$ cat config.mk
export PLATFORM = sky130hd
export DESIGN_NAME = wbsh_ctrl
export DESIGN_NICKNAME = d
export VERILOG_FILES = /design/src/design/wbsh_pkg.sv /design/src/design/wbsh_ctrl.sv
export SDC_FILE = /design/constraint.sdc
export NUM_CORES = 1
export LEC_CHECK = 0
export BUFFER_PORTS_ARGS = -buffer_cell sky130_fd_sc_hd__buf_2
export CAP_MARGIN = 20
export CELL_PAD_IN_SITES_DETAIL_PLACEMENT = 0
export CELL_PAD_IN_SITES_GLOBAL_PLACEMENT = 1
export CORE_MARGIN = 2
export CORE_UTILIZATION = 41
export CTS_CLUSTER_SIZE = 20
export DETAILED_ROUTE_END_ITERATION = 6
export PLACE_DENSITY_LB_ADDON = 0.3
export REMOVE_ABC_BUFFERS = 1
export SKIP_CTS_REPAIR_TIMING = 1
export SYNTH_ARGS = -nofsm -noshare
export SYNTH_HDL_FRONTEND = slang
export SYNTH_SLANG_ARGS = --single-unit
$ cat constraint.sdc
create_clock -name aclk -period 6.1 [get_ports aclk]
set_input_delay 0.61 -clock aclk [delete_from_list [all_inputs] [get_ports aclk]]
set_output_delay 0.61 -clock aclk [all_outputs]
set_load 0.01 [all_outputs]
$ cat src/design/wbsh_pkg.sv
// Package of types, commands and constants for the byte stream hasher.
`timescale 1ns / 1ps
package wbsh_pkg;

    localparam int HISTORY_BYTES_DEF = 64;
    localparam int BLOCK_BYTES       = 48;
    localparam int ROUND_BYTES       = 16;

    localparam logic [63:0] SECRET0 = 64'he0e179a6e58651db;
    localparam logic [63:0] SECRET1 = 64'h3ca9ef1e1d4dc588;
    localparam logic [63:0] SECRET2 = 64'h9fc0c1d1b5bd0cb3;
    localparam logic [63:0] SECRET3 = 64'h7e37360d82c1ff71;

    typedef enum logic [3:0] {
        ST_IDLE,
        ST_INIT_MUL,
        ST_BLK_GA,
        ST_BLK_GB,
        ST_BLK_MUL,
        ST_WRITE,
        ST_FIN_SEL,
        ST_EMPTY_MUL,
        ST_SHORT,
        ST_LONG_GA,
        ST_LONG_GB,
        ST_RND_MUL,
        ST_F1_MUL,
        ST_F2_MUL,
        ST_OUT
    } wbsh_state_t;

    // Operand selection loaded into the multiplier at its start.
    typedef enum logic [2:0] {
        PREP_SEED,
        PREP_MAIN,
        PREP_SIDE1,
        PREP_SIDE2,
        PREP_ROUND,
        PREP_FINAL
    } wbsh_prep_t;

    // Destination of the folded product when the multiplier finishes.
    typedef enum logic [2:0] {
        WB_NONE,
        WB_LANES,
        WB_MAIN,
        WB_SIDE1,
        WB_SIDE2,
        WB_SEED,
        WB_SEED_CFG
    } wbsh_wb_t;

    typedef struct packed {
        logic       take_in;
        logic       g_start;
        logic       g_dest_b;
        logic       g_clear;
        logic [6:0] g_back;
        logic [3:0] g_len;
        logic [2:0] g_lane;
        logic       clr_ab;
        logic       m_start;
        wbsh_prep_t m_prep;
        wbsh_wb_t   m_wb;
        logic       seed_main;
        logic       seed_xor3;
        logic       write_byte;
        logic       write_blk;
        logic       out_load;
    } wbsh_cmd_t;

    typedef struct packed {
        logic       g_done;
        logic       m_done;
        logic       out_free;
        logic       cnt_zero;
        logic       pend_ge48;
        logic       len_zero;
        logic       len_le16;
        logic [4:0] len_lo;
        logic [6:0] pending;
        logic       used;
    } wbsh_status_t;

endpackage

$ cat src/design/wbsh_ctrl.sv
// Controller state machine that sequences the hasher datapath.
`timescale 1ns / 1ps
module wbsh_ctrl
    import wbsh_pkg::*;
(
    input  logic         aclk,
    input  logic         aresetn,
    input  logic         s_tvalid,
    output logic         s_tready,
    input  logic         s_tuser,
    input  logic         s_tlast,
    input  wbsh_status_t status,
    output wbsh_cmd_t    cmd
);

    wbsh_state_t state_reg, state_next;
    logic       has_reg, has_next;
    logic       last_reg, last_next;
    logic       blk_reg, blk_next;
    logic [1:0] k_reg, k_next;
    logic [1:0] step_reg, step_next;
    logic [6:0] i_reg, i_next;
    logic       launched_reg, launched_next;

    logic [4:0] n;
    logic [6:0] s_ofs;
    logic       ge4;
    logic [6:0] long_back;

    assign n         = status.len_lo;
    assign s_ofs     = {3'd0, n[4:3], 2'b00};
    assign ge4       = (n >= 5'd4);
    assign long_back = (i_reg > 7'(ROUND_BYTES)) ? i_reg : 7'(ROUND_BYTES);

    // Next state.
    always_comb begin
        state_next    = state_reg;
        has_next      = has_reg;
        last_next     = last_reg;
        blk_next      = blk_reg;
        k_next        = k_reg;
        step_next     = step_reg;
        i_next        = i_reg;
        launched_next = launched_reg | cmd.g_start | cmd.m_start;
        if (status.g_done || status.m_done) begin
            launched_next = 1'b0;
        end

        unique case (state_reg)
            ST_IDLE: begin
                if (s_tvalid) begin
                    has_next  = s_tuser;
                    last_next = s_tlast;
                    blk_next  = status.pend_ge48;
                    k_next    = 2'd0;
                    if (s_tuser) begin
                        if (status.cnt_zero) begin
                            state_next = ST_INIT_MUL;
                        end else if (status.pend_ge48) begin
                            state_next = ST_BLK_GA;
                        end else begin
                            state_next = ST_WRITE;
                        end
                    end else if (s_tlast) begin
                        state_next = ST_FIN_SEL;
                    end
                end
            end
            ST_INIT_MUL: begin
                if (status.m_done) begin
                    state_next = blk_reg ? ST_BLK_GA : ST_WRITE;
                end
            end
            ST_BLK_GA: begin
                if (status.g_done) begin
                    state_next = ST_BLK_GB;
                end
            end
            ST_BLK_GB: begin
                if (status.g_done) begin
                    state_next = ST_BLK_MUL;
                end
            end
            ST_BLK_MUL: begin
                if (status.m_done) begin
                    if (k_reg == 2'd2) begin
                        state_next = ST_WRITE;
                    end else begin
                        k_next     = k_reg + 2'd1;
                        state_next = ST_BLK_GA;
                    end
                end
            end
            ST_WRITE: begin
                state_next = last_reg ? ST_FIN_SEL : ST_IDLE;
            end
            ST_FIN_SEL: begin
                step_next = 2'd0;
                i_next    = status.pending;
                if (status.len_zero) begin
                    state_next = ST_EMPTY_MUL;
                end else if (status.len_le16) begin
                    state_next = ST_SHORT;
                end else begin
                    state_next = ST_LONG_GA;
                end
            end
            ST_EMPTY_MUL: begin
                if (status.m_done) begin
                    state_next = ST_F1_MUL;
                end
            end
            ST_SHORT: begin
                if (status.g_done) begin
                    if (step_reg == 2'd3) begin
                        state_next = ST_F1_MUL;
                    end else begin
                        step_next = step_reg + 2'd1;
                    end
                end
            end
            ST_LONG_GA: begin
                if (status.g_done) begin
                    state_next = ST_LONG_GB;
                end
            end
            ST_LONG_GB: begin
                if (status.g_done) begin
                    state_next = (i_reg > 7'(ROUND_BYTES)) ? ST_RND_MUL : ST_F1_MUL;
                end
            end
            ST_RND_MUL: begin
                if (status.m_done) begin
                    i_next     = i_reg - 7'(ROUND_BYTES);
                    state_next = ST_LONG_GA;
                end
            end
            ST_F1_MUL: begin
                if (status.m_done) begin
                    state_next = ST_F2_MUL;
                end
            end
            ST_F2_MUL: begin
                if (status.m_done) begin
                    state_next = ST_OUT;
                end
            end
            ST_OUT: begin
                if (status.out_free) begin
                    state_next = ST_IDLE;
                end
            end
            default: state_next = ST_IDLE;
        endcase
    end

    // Outputs.
    always_comb begin
        cmd      = '0;
        s_tready = 1'b0;
        unique case (state_reg)
            ST_IDLE: begin
                s_tready    = 1'b1;
                cmd.take_in = s_tvalid;
            end
            ST_INIT_MUL: begin
                cmd.m_start = !launched_reg;
                cmd.m_prep  = PREP_SEED;
                cmd.m_wb    = WB_LANES;
            end
            ST_BLK_GA: begin
                cmd.g_start = !launched_reg;
                cmd.g_clear = 1'b1;
                cmd.g_back  = 7'(BLOCK_BYTES) - (7'(k_reg) << 4);
                cmd.g_len   = 4'd8;
            end
            ST_BLK_GB: begin
                cmd.g_start  = !launched_reg;
                cmd.g_dest_b = 1'b1;
                cmd.g_clear  = 1'b1;
                cmd.g_back   = 7'(BLOCK_BYTES - 8) - (7'(k_reg) << 4);
                cmd.g_len    = 4'd8;
            end
            ST_BLK_MUL: begin
                cmd.m_start = !launched_reg;
                unique case (k_reg)
                    2'd0: begin
                        cmd.m_prep = PREP_MAIN;
                        cmd.m_wb   = WB_MAIN;
                    end
                    2'd1: begin
                        cmd.m_prep = PREP_SIDE1;
                        cmd.m_wb   = WB_SIDE1;
                    end
                    default: begin
                        cmd.m_prep = PREP_SIDE2;
                        cmd.m_wb   = WB_SIDE2;
                    end
                endcase
            end
            ST_WRITE: begin
                cmd.write_byte = has_reg;
                cmd.write_blk  = blk_reg;
            end
            ST_FIN_SEL: begin
                cmd.clr_ab    = status.len_zero;
                cmd.seed_main = !status.len_zero && (status.len_le16 || !status.used);
                cmd.seed_xor3 = !status.len_zero && !status.len_le16 && status.used;
            end
            ST_EMPTY_MUL: begin
                cmd.m_start = !launched_reg;
                cmd.m_prep  = PREP_SEED;
                cmd.m_wb    = WB_SEED_CFG;
            end
            ST_SHORT: begin
                cmd.g_start = !launched_reg;
                // Messages of four bytes or more read two overlapping words from each end;
                // shorter ones take the first, middle and last byte.
                unique case (step_reg)
                    2'd0: begin
                        cmd.g_clear = 1'b1;
                        cmd.g_back  = 7'(n);
                        cmd.g_len   = ge4 ? 4'd4 : 4'd1;
                        cmd.g_lane  = ge4 ? 3'd4 : 3'd2;
                    end
                    2'd1: begin
                        cmd.g_back = ge4 ? 7'(n) - s_ofs : 7'(n) - 7'(n >> 1);
                        cmd.g_len  = ge4 ? 4'd4 : 4'd1;
                        cmd.g_lane = ge4 ? 3'd0 : 3'd1;
                    end
                    2'd2: begin
                        cmd.g_dest_b = ge4;
                        cmd.g_clear  = ge4;
                        cmd.g_back   = ge4 ? 7'd4 : 7'd1;
                        cmd.g_len    = ge4 ? 4'd4 : 4'd1;
                        cmd.g_lane   = ge4 ? 3'd4 : 3'd0;
                    end
                    default: begin
                        cmd.g_dest_b = 1'b1;
                        cmd.g_clear  = !ge4;
                        cmd.g_back   = 7'd4 + s_ofs;
                        cmd.g_len    = ge4 ? 4'd4 : 4'd0;
                        cmd.g_lane   = 3'd0;
                    end
                endcase
            end
            ST_LONG_GA: begin
                cmd.g_start = !launched_reg;
                cmd.g_clear = 1'b1;
                cmd.g_back  = long_back;
                cmd.g_len   = 4'd8;
            end
            ST_LONG_GB: begin
                cmd.g_start  = !launched_reg;
                cmd.g_dest_b = 1'b1;
                cmd.g_clear  = 1'b1;
                cmd.g_back   = long_back - 7'd8;
                cmd.g_len    = 4'd8;
            end
            ST_RND_MUL: begin
                cmd.m_start = !launched_reg;
                cmd.m_prep  = PREP_ROUND;
                cmd.m_wb    = WB_SEED;
            end
            ST_F1_MUL: begin
                cmd.m_start = !launched_reg;
                cmd.m_prep  = PREP_ROUND;
                cmd.m_wb    = WB_NONE;
            end
            ST_F2_MUL: begin
                cmd.m_start = !launched_reg;
                cmd.m_prep  = PREP_FINAL;
                cmd.m_wb    = WB_NONE;
            end
            ST_OUT: begin
                cmd.out_load = status.out_free;
            end
            default: ;
        endcase
    end

    always_ff @(posedge aclk) begin
        if (!aresetn) begin
            state_reg    <= ST_IDLE;
            has_reg      <= 1'b0;
            last_reg     <= 1'b0;
            blk_reg      <= 1'b0;
            k_reg        <= '0;
            step_reg     <= '0;
            i_reg        <= '0;
            launched_reg <= 1'b0;
        end else begin
            state_reg    <= state_next;
            has_reg      <= has_next;
            last_reg     <= last_next;
            blk_reg      <= blk_next;
            k_reg        <= k_next;
            step_reg     <= step_next;
            i_reg        <= i_next;
            launched_reg <= launched_next;
        end
    end

endmodule

==> results of run 1 <==
kinds of logic after synthesis:
family	share of synthesized area
AND/OR/NAND/NOR	0.290
other	0.00161
XOR/XNOR	0.0113
AO/OA/AOI/OAI	0.300
adder cells (fa/ha/maj)	0.125
buffers and inverters	0.0862
flip-flops	0.164
multiplexers	0.0216
cell type report:
type / instances / area, um^2 / share of cell area
clock buffers: 4 / 45.0 / 0.0169
inverters: 30 / 113 / 0.0422
multi-input cells: 268 / 1740 / 0.653
flip-flops and latches: 19 / 380 / 0.143
well taps: 72 / 90.1 / 0.0338
repair buffers: 58 / 298 / 0.112
cells in the mapped netlist (2+ instances only):
cell type	n
inv_1	30
o22ai_1	2
o31ai_1	3
fa_1	2
nand3b_1	4
buf_2	13
clkbuf_1	4
and2_1	2
nor2_1	31
a211oi_1	8
nand3_1	8
a32oi_1	4
nand2_1	32
a21o_1	2
nand2b_1	9
a21boi_0	2
nor3b_1	3
o21ai_1	2
dfxtp_1	19
a31oi_1	3
or3_1	4
o21a_1	4
nor2b_1	6
nor3_1	15
ha_1	20
xnor2_1	2
o21ai_0	26
a22oi_1	3
and3_1	2
mux2i_1	5
a21oi_1	32
power groups by stage:
stage | Clock [mW] | Sequential (mW) | Combinational (mW)
after floorplan | 0 | 0.198 | 0.298
after global placement | 0 | 0.185 | 0.456
after detailed placement | 0 | 0.185 | 0.458
after CTS | 0.0923 | 0.182 | 0.460
after global routing | 0.0968 | 0.187 | 0.510
final | 0.0904 | 0.183 | 0.464
worst min path at each step:
stage | cells after the start | slack, ps | endpoint | startpoint
after floorplan | 2 | 440 | has_reg | has_reg
after global placement | 2 | 450 | last_reg | last_reg
after detailed placement | 2 | 450 | has_reg | has_reg
after CTS | 2 | 460 | has_reg | has_reg
after global routing | 2 | 480 | has_reg | has_reg
final | 2 | 460 | has_reg | has_reg
worst max-delay path, stage by stage:
cell      delay (ps)
buf_2            140
inv_1            160
ha_1             190
nor2b_1          320
and2_1           380
nor2_1            70
o311ai_0         380
o311ai_1         160
buf_2            170
layer usage:
metal	global-route usage	routed length, um	vias to the layer above
li1	-	-	1294
met1	0.315	3220	1150
met2	0.331	3070	111
met3	0.0114	439	6
met4	0.0552	73	0
met5	0	0	-
==> metrics.txt, run 1 <==
run status complete, no violations; number of fill cells in the layout 581; area of all placed cells without fillers 0.00267 mm^2; worst reg2reg endpoint k_reg[1]; Slew Viols, Final 0; reg-to-reg slack, setup 3840 ps; most common cell after layout, fill and taps aside buf_2; number of routed nets with antenna violations 0; Fin Hold WS 460 ps; highest achievable clock rate 0.312 GHz; minimum setup slack in the final design 2900 ps; pwr/cell area 276 mW/mm^2; post-route minimum period 3200 ps; cell type with the largest total area after synthesis dfxtp_1; detailed placement HPWL 5210 um; clock slew seen by the registers of the worst setup and hold paths 80 ps; number of top-level design ports 57; DR DRC count 0; hold violation total from the final report 0; Cell variety after synth 64; synthesis warning total 0; global-route wire length before repair 10800 um; critical path data required time 5490 ps; CTS H-Tree Depth 1; later-pin clock latency in the skew report 260 ps; total routing usage reported by global routing 0.212; number of global-route vias before repair 2181; Worst Path Arrival 2590 ps; mean number of vias per cell 5.68; startpoint of the most critical setup path status[12]; Post-Route Skew 8.33 ps; capturing element of the worst setup path cmd[24]; synthesized instance count 335; placeable core region 0.00547 mm^2; dpl cells 447; clock buffers created by TritonCTS 3; gpl congestion 0.940; number of optimization iterations in the first detailed-route pass 5; sw power 0.363 mW; height of the die 79.3 um; fraction of synthesis flops using an asynchronous set or reset pin 0; ranking of synthesized cells by area dfxtp_1 16%, ha_1 11%, a21oi_1 6.9%; static power due to leakage 1.16 nW; Startpoint Class input port; final standard cell count with taps included and fillers excluded 451; post-detailed-routing wire length 6800 um; endpoint kind of the worst setup timing path primary output; standard-cell rows 27; post-place setup slack 2950 ps; max reg flops 7; cell at the root of the clock tree clkbuf_8; Post-Syn Area 0.00232 mm^2; slew at the pin closest to its max-slew limit 880 ps; overflow left after global routing 0; top-area cell type share of the netlist area 0.164; starting density of the core 0.424; critical path class input port to primary output; pin count of the biggest net entering global routing 33; DRC violation total after the first TritonRoute iteration 201; fraction of power consumed by the clock network 0.123; setup repair after global routing missed its margin false; syn avg cell area 6.93 um^2; ratio of cells with drive above 1 in the final layout 0.177; Int Pwr 0.374 mW; synthesized flop and latch total 19; number of antenna violations at the first check in global routing 0; most frequent cells in the layout 55 x buf_2, 32 x nand2_1, 32 x a21oi_1; average wire per standard cell 15.1 um; total placed instance area 0.00262 mm^2; clock tree from TritonCTS done; CP max FO 10; final design utilization 0.487; worst reg2reg path startpoint state_reg[2]; most used flip-flop cell after synthesis dfxtp_1; DIE WIDTH 79.3 um; overall die area 0.00628 mm^2; Tot Pwr 0.737 mW; share of the clock period used by the worst path 0.525; Seq/Total Area, Yosys 0.164; # nets final 427; switching share of power 0.493; register share of total power 0.248; type of the worst min-delay path flip-flop to flip-flop; Syn-to-layout area delta 14.9%; worst-case headroom to the max-slew limit 0.412; Setup Viol. Count Final 0; max-cap violation count 0; port buffer count 55; worst-case vdd ir drop 188 uV; # clock sinks 19; count of inserted antenna diode cells 0; combinational fraction of design power 0.629; maximum number of buffers from clock root to sink 2; path depth of the worst reg2reg path 5; vias after detailed routing 2561; count of flip-flops with a built-in enable after synthesis 0; TNS Setup 0 ps
(Power assumes the default switching activity.)
==> inputs of run 2 (changes only) <==
--- a/config.mk
+++ b/config.mk
@@ -10,7 +10,7 @@
 export CELL_PAD_IN_SITES_DETAIL_PLACEMENT = 0
 export CELL_PAD_IN_SITES_GLOBAL_PLACEMENT = 1
 export CORE_MARGIN = 2
-export CORE_UTILIZATION = 41
+export CORE_UTILIZATION = 38
 export CTS_CLUSTER_SIZE = 20
 export DETAILED_ROUTE_END_ITERATION = 6
 export PLACE_DENSITY_LB_ADDON = 0.3
==> constraint.sdc (replaced) <==
create_clock -name aclk -period 3.35 [get_ports aclk]
set_input_delay 0.335 -clock aclk [delete_from_list [all_inputs] [get_ports aclk]]
set_output_delay 0.335 -clock aclk [all_outputs]
set_load 0.01 [all_outputs]
==> run 2 against run 1 <==
Effect of this change: first-iteration DRC count shrank 43%; cell area grew 0.75%; clock-buffer cell count fell by 1; wire length up 1.5%; core utilization fell by 3.3 points; worst hold slack got worse by 160 ps; sequential cell count is the same; non-clock buffer count up 2; clock power increased by 83%; combinational power grew 83%; critical endpoint is now cmd[25]; largest cell class unchanged; largest power group unchanged.
==> metrics.txt, run 2 (synthesis gave the netlist of run 1 again) <==
Worst Path Arrival 2520 ps (was 2590 ps); CP max FO 3 (was 10); clock slew seen by the registers of the worst setup and hold paths 80 ps (about the same); max-cap violation count 0 (unchanged); standard-cell rows 28 (was 27); Max stage delay cell, worst path or3_1 (was and2_1); critical path data required time 3010 ps (was 5490 ps); buffer and inverter count on the worst path 1 (was 3); Detail Route met2 WL 3160 um (was 3070 um); endpoint kind of the worst setup timing path primary output (unchanged); hold path startpoint status[4] (was has_reg); Setup Viol. Count Final 0 (unchanged); run status complete, no violations (unchanged); pin count of the biggest net entering global routing 27 (was 33); number of antenna violations at the first check in global routing 0 (unchanged); Slew Viols, Final 0 (unchanged); top routing layer in use met4 (unchanged); capture endpoint of the worst hold path i_reg[3] (was has_reg); post-detailed-routing wire length 6910 um (was 6800 um); Fin Hold WS 304 ps (was 460 ps); count of inserted antenna diode cells 0 (unchanged); most frequent cells in the layout 55 x buf_2, 32 x nand2_1, 32 x a21oi_1 (unchanged); number of global-route vias before repair 2285 (was 2181); worst reg2reg path startpoint state_reg[2] (unchanged); hold violation total from the final report 0 (unchanged); vias after detailed routing 2549 (was 2561); total routing usage reported by global routing 0.212 (about the same); TNS Setup 0 ps (unchanged); gpl congestion 0.880 (was 0.940); worst reg2reg endpoint k_reg[1] (unchanged); DIE WIDTH 82.2 um (was 79.3 um); max reg flops 7 (unchanged); clock buffers created by TritonCTS 3 (unchanged); critical path class flip-flop to primary output (was input port to primary output); startpoint of the most critical setup path i_reg[0] (was status[12]); Startpoint Class flip-flop (was input port); Post-Route Skew 3.49 ps (was 8.33 ps); setup repair after global routing missed its margin false (unchanged); DRC violation total after the first TritonRoute iteration 114 (was 201); detailed placement HPWL 5400 um (was 5210 um); average wire per standard cell 15.1 um (about the same); amount of wire on met3 after detailed routing 254 um (was 439 um); number of routed nets with antenna violations 0 (unchanged); reg-to-reg slack, setup 1180 ps (was 3840 ps); worst-case headroom to the max-slew limit 0.515 (was 0.412); total placed instance area 0.00264 mm^2 (was 0.00262 mm^2); static power due to leakage 1.17 nW (was 1.16 nW); type of the worst min-delay path input port to flip-flop (was flip-flop to flip-flop); cell at the root of the clock tree clkbuf_8 (unchanged); area of all placed cells without fillers 0.00269 mm^2 (was 0.00267 mm^2); starting density of the core 0.392 (was 0.424); height of the die 82.2 um (was 79.3 um); maximum number of buffers from clock root to sink 2 (unchanged); Critical Path, Cell by Cell or3_1 > or3b_1 > a21oi_1 > nor2_1 > ha_1 > o21ai_0 > nand2b_1 > a31oi_1 > a21o_1 > buf_2 (was buf_2 > inv_1 > ha_1 > nor2b_1 > and2_1 > nor2_1 > o311ai_0 > o311ai_1 > buf_2); number of top-level design ports 57 (unchanged); delay of the slowest cell on the worst path 410 ps (was 380 ps); family with the most delay on the worst path simple AND/OR/NAND/NOR gates (unchanged); highest achievable clock rate 0.351 GHz; # nets final 429 (was 427); dpl cells 452 (was 447); mean number of vias per cell 5.59 (was 5.68); clock tree from TritonCTS done (unchanged); hold path depth 3 (was 2); later-pin clock latency in the skew report 260 ps (about the same); slew at the pin closest to its max-slew limit 727 ps (was 880 ps); overall die area 0.00675 mm^2 (was 0.00628 mm^2); port buffer count 55 (unchanged); Syn-to-layout area delta 15.7% (was 14.9%); path depth of the worst reg2reg path 6 (was 5); overflow left after global routing 0 (unchanged); ratio of cells with drive above 1 in the final layout 0.184 (was 0.177); pwr/cell area 504 mW/mm^2 (was 276 mW/mm^2); DR DRC count 0 (unchanged); post-route minimum period 2850 ps; met1 wire length 3410 um (was 3220 um); placeable core region 0.00592 mm^2 (was 0.00547 mm^2); share of the clock period used by the worst path 0.851; CTS H-Tree Depth 1 (unchanged); # clock sinks 19 (unchanged); final standard cell count with taps included and fillers excluded 456 (was 451); global-route wire length before repair 11200 um (was 10800 um); worst-case vdd ir drop 229 uV (was 188 uV); most common cell after layout, fill and taps aside buf_2 (unchanged); number of optimization iterations in the first detailed-route pass 4 (was 5)
-- run 2: changes by cell type in the layout (fill, tap and decap cells not counted) --
cell / delta
clkinv_2: +1
buf_4: +2
clkbuf_1: -1
-- run 2: final cells by class --
| class | instances | area, um^2 |
|---|---|---|
| Tap cell | 75 | 93.8 |
| Sequential cell | 19 | 380 |
| Clock buffer | 3 | 41.3 |
| Timing Repair Buffer | 60 | 313 |
| Multi-Input combinational cell | 268 | 1740 |
| Fill cell | 648 | 3230 |
| Clock inverter | 1 | 5.00 |
| Inverter | 30 | 113 |
-- run 2: report_power, final --
part / internal (mW) / switching [mW] / leakage, nW
clock network: 0.0829 / 0.0825 / 0.0255
registers: 0.263 / 0.0783 / 0.155
logic: 0.345 / 0.503 / 0.993
-- run 2: tightest hold or removal path: stages --
cell	delay, ps
buf_2	100
nand2_1	40
a21oi_1	50
-- run 2: metrics by stage --
step | utilization | setup slack, ps | power [mW]
finish | 0.454 | 499 | 1.35
global route | 0.454 | 291 | 1.47
CTS | 0.454 | 513 | 1.35
detailed placement | 0.446 | 735 | 1.18
global placement | 0.446 | 787 | 1.18
floorplan | - | 1040 | 0.903
-- run 2: worst max-delay path by stage --
stage | to | slack [ps] | cells past startpoint
after floorplan | cmd[25] | 1040 | 9
after global placement | cmd[22] | 790 | 9
after detailed placement | cmd[24] | 730 | 9
after CTS | cmd[25] | 510 | 10
after global routing | cmd[25] | 290 | 10
final | cmd[25] | 500 | 10
-- run 2: metal layers --
| layer | track usage | vias up |
|---|---|---|
| li1 | - | 1292 |
| met1 | 0.301 | 1186 |
| met2 | 0.348 | 64 |
| met3 | 0.0174 | 7 |
| met4 | 0.0533 | 0 |
| met5 | 0 | - |
==> inputs of run 3 (changes only) <==
--- a/config.mk
+++ b/config.mk
@@ -13,7 +13,7 @@
 export CORE_UTILIZATION = 38
 export CTS_CLUSTER_SIZE = 20
 export DETAILED_ROUTE_END_ITERATION = 6
-export PLACE_DENSITY_LB_ADDON = 0.3
+export PLACE_DENSITY_LB_ADDON = 0.08
 export REMOVE_ABC_BUFFERS = 1
 export SKIP_CTS_REPAIR_TIMING = 1
 export SYNTH_ARGS = -nofsm -noshare
==> run 3 against run 2 <==
Effect of this change: final cell count unchanged; clock-buffer cell count grew 1; clock skew grew 3.7 ps; register-to-register slack lost 180 ps; global-route usage is 1.1 points higher; core utilization about the same; sequential share of layout area is essentially flat; worst hold slack worse by 3.6 ps; sequential power shrank 4%; combinational power is 2% higher; clock power is 5% higher; cell area is essentially flat; critical path type unchanged.
==> metrics.txt, run 3 (synthesis gave the netlist of run 1 again) <==
post-detailed-routing wire length 7270 um (was 6910 um); final design utilization 0.454 (about the same); slew at the pin closest to its max-slew limit 731 ps (was 727 ps); mean number of vias per cell 5.63 (was 5.59); Setup Viol. Count Final 0 (unchanged); Post-Route Skew 7.23 ps (was 3.49 ps); ratio of cells with drive above 1 in the final layout 0.181 (was 0.184); TNS Setup 0 ps (unchanged); cell at the root of the clock tree clkbuf_8 (unchanged); DRC violation total after the first TritonRoute iteration 209 (was 114); clock buffers created by TritonCTS 3 (unchanged); count of inserted antenna diode cells 0 (unchanged); number of global-route vias before repair 2240 (was 2285); worst-case headroom to the max-slew limit 0.512 (was 0.515); pin count of the biggest net entering global routing 29 (was 27); clock tree from TritonCTS done (unchanged); number of fill cells in the layout 631 (was 648); Fin Hold WS 301 ps (was 304 ps); gpl congestion 0.803 (was 0.880); run status complete, no violations (unchanged); # clock sinks 19 (unchanged); clock slew seen by the registers of the worst setup and hold paths 70 ps (was 80 ps); Storage cell area 380 um^2 (unchanged); total routing usage reported by global routing 0.224 (was 0.212); placeable core region 0.00592 mm^2 (unchanged); worst-case vdd ir drop 265 uV (was 229 uV); DIE WIDTH 82.2 um (unchanged); starting density of the core 0.392 (unchanged); multi-input gate area in the final layout 0.00174 mm^2 (unchanged); overflow left after global routing 0 (unchanged); hold violation total from the final report 0 (unchanged); endpoint kind of the worst setup timing path primary output (unchanged); standard-cell rows 28 (unchanged); # nets final 429 (unchanged); critical path data required time 3010 ps (about the same); height of the die 82.2 um (unchanged); later-pin clock latency in the skew report 270 ps (was 260 ps); number of top-level design ports 57 (unchanged); average wire per standard cell 15.9 um (was 15.1 um); static power due to leakage 1.17 nW (about the same); maximum number of buffers from clock root to sink 2 (unchanged); Syn-to-layout area delta 15.7% (about the same); type of the worst min-delay path input port to flip-flop (unchanged); pwr/cell area 510 mW/mm^2 (was 504 mW/mm^2); DR DRC count 0 (unchanged); global-route wire length before repair 11600 um (was 11200 um); vias after detailed routing 2567 (was 2549); Startpoint Class flip-flop (unchanged); share of the clock period used by the worst path 0.875 (was 0.851); max-cap violation count 0 (unchanged); number of routed nets with antenna violations 0 (unchanged); port buffer count 55 (unchanged); detailed placement HPWL 5570 um (was 5400 um); Tot Pwr 1.37 mW (was 1.35 mW); post-route minimum period 2930 ps (was 2850 ps); CTS H-Tree Depth 1 (unchanged); number of optimization iterations in the first detailed-route pass 4 (unchanged); most frequent cells in the layout 55 x buf_2, 32 x nand2_1, 32 x a21oi_1 (unchanged); number of antenna violations at the first check in global routing 0 (unchanged); max reg flops 7 (unchanged); final standard cell count with taps included and fillers excluded 456 (unchanged); Slew Viols, Final 0 (unchanged); critical path class flip-flop to primary output (unchanged); highest achievable clock rate 0.341 GHz (was 0.351 GHz); CP max FO 3 (unchanged); most common cell after layout, fill and taps aside buf_2 (unchanged); Worst Path Arrival 2600 ps (was 2520 ps); overall die area 0.00675 mm^2 (unchanged); setup repair after global routing missed its margin false (unchanged); dpl cells 452 (unchanged)
-- run 3: cell types whose count changed in the layout (fill, tap and decap cells not counted) --
cell	delta
clkbuf_1	+1
clkinv_2	-1
-- run 3: area by class of cell --
class / instances / area share
Clock buffer: 4 / 0.0168
Inverter: 30 / 0.0419
Multi-Input combinational cell: 268 / 0.648
Sequential cell: 19 / 0.142
Tap cell: 75 / 0.0349
Timing Repair Buffer: 60 / 0.116
-- run 3: where the power goes --
group          internal, mW  switching [mW]  total (mW)
Sequential            0.263          0.0662       0.329
Clock                0.0851          0.0880       0.173
Combinational         0.345           0.521       0.866
-- run 3: worst max-delay path, stage by stage, from the launching register on --
cell,delay (ps)
dfxtp_1,340
or3_1,410
or3b_1,390
a21oi_1,150
nor2_1,90
ha_1,330
o22ai_1,200
a31oi_1,120
o311ai_1,130
buf_2,190
-- run 3: through the flow --
step	area [um^2]	worst slack [ps]
floorplan	2230	1040
global route	2690	261
finish	2690	420
global placement	2640	713
detailed placement	2640	702
CTS	2690	442
-- run 3: final timing paths --
path,from,endpoint,slack (ps),cells after the start
hold / removal,status[2],i_reg[1],300,3
hold reg to reg,last_reg,last_reg,460,2
setup / recovery,i_reg[0],cmd[24],420,9
setup reg to reg,state_reg[1],state_reg[0],1000,6
-- run 3: per-layer routing --
layer  global-route usage  routed length (um)  part of all wire  up-vias
li1                     -                   -                 -     1298
met1                0.349                3590              0.49     1187
met2                0.324                3130              0.43       77
met3               0.0239                 480             0.066        5
met4               0.0533                  66            0.0091        0
met5                    0                   0                 0        -
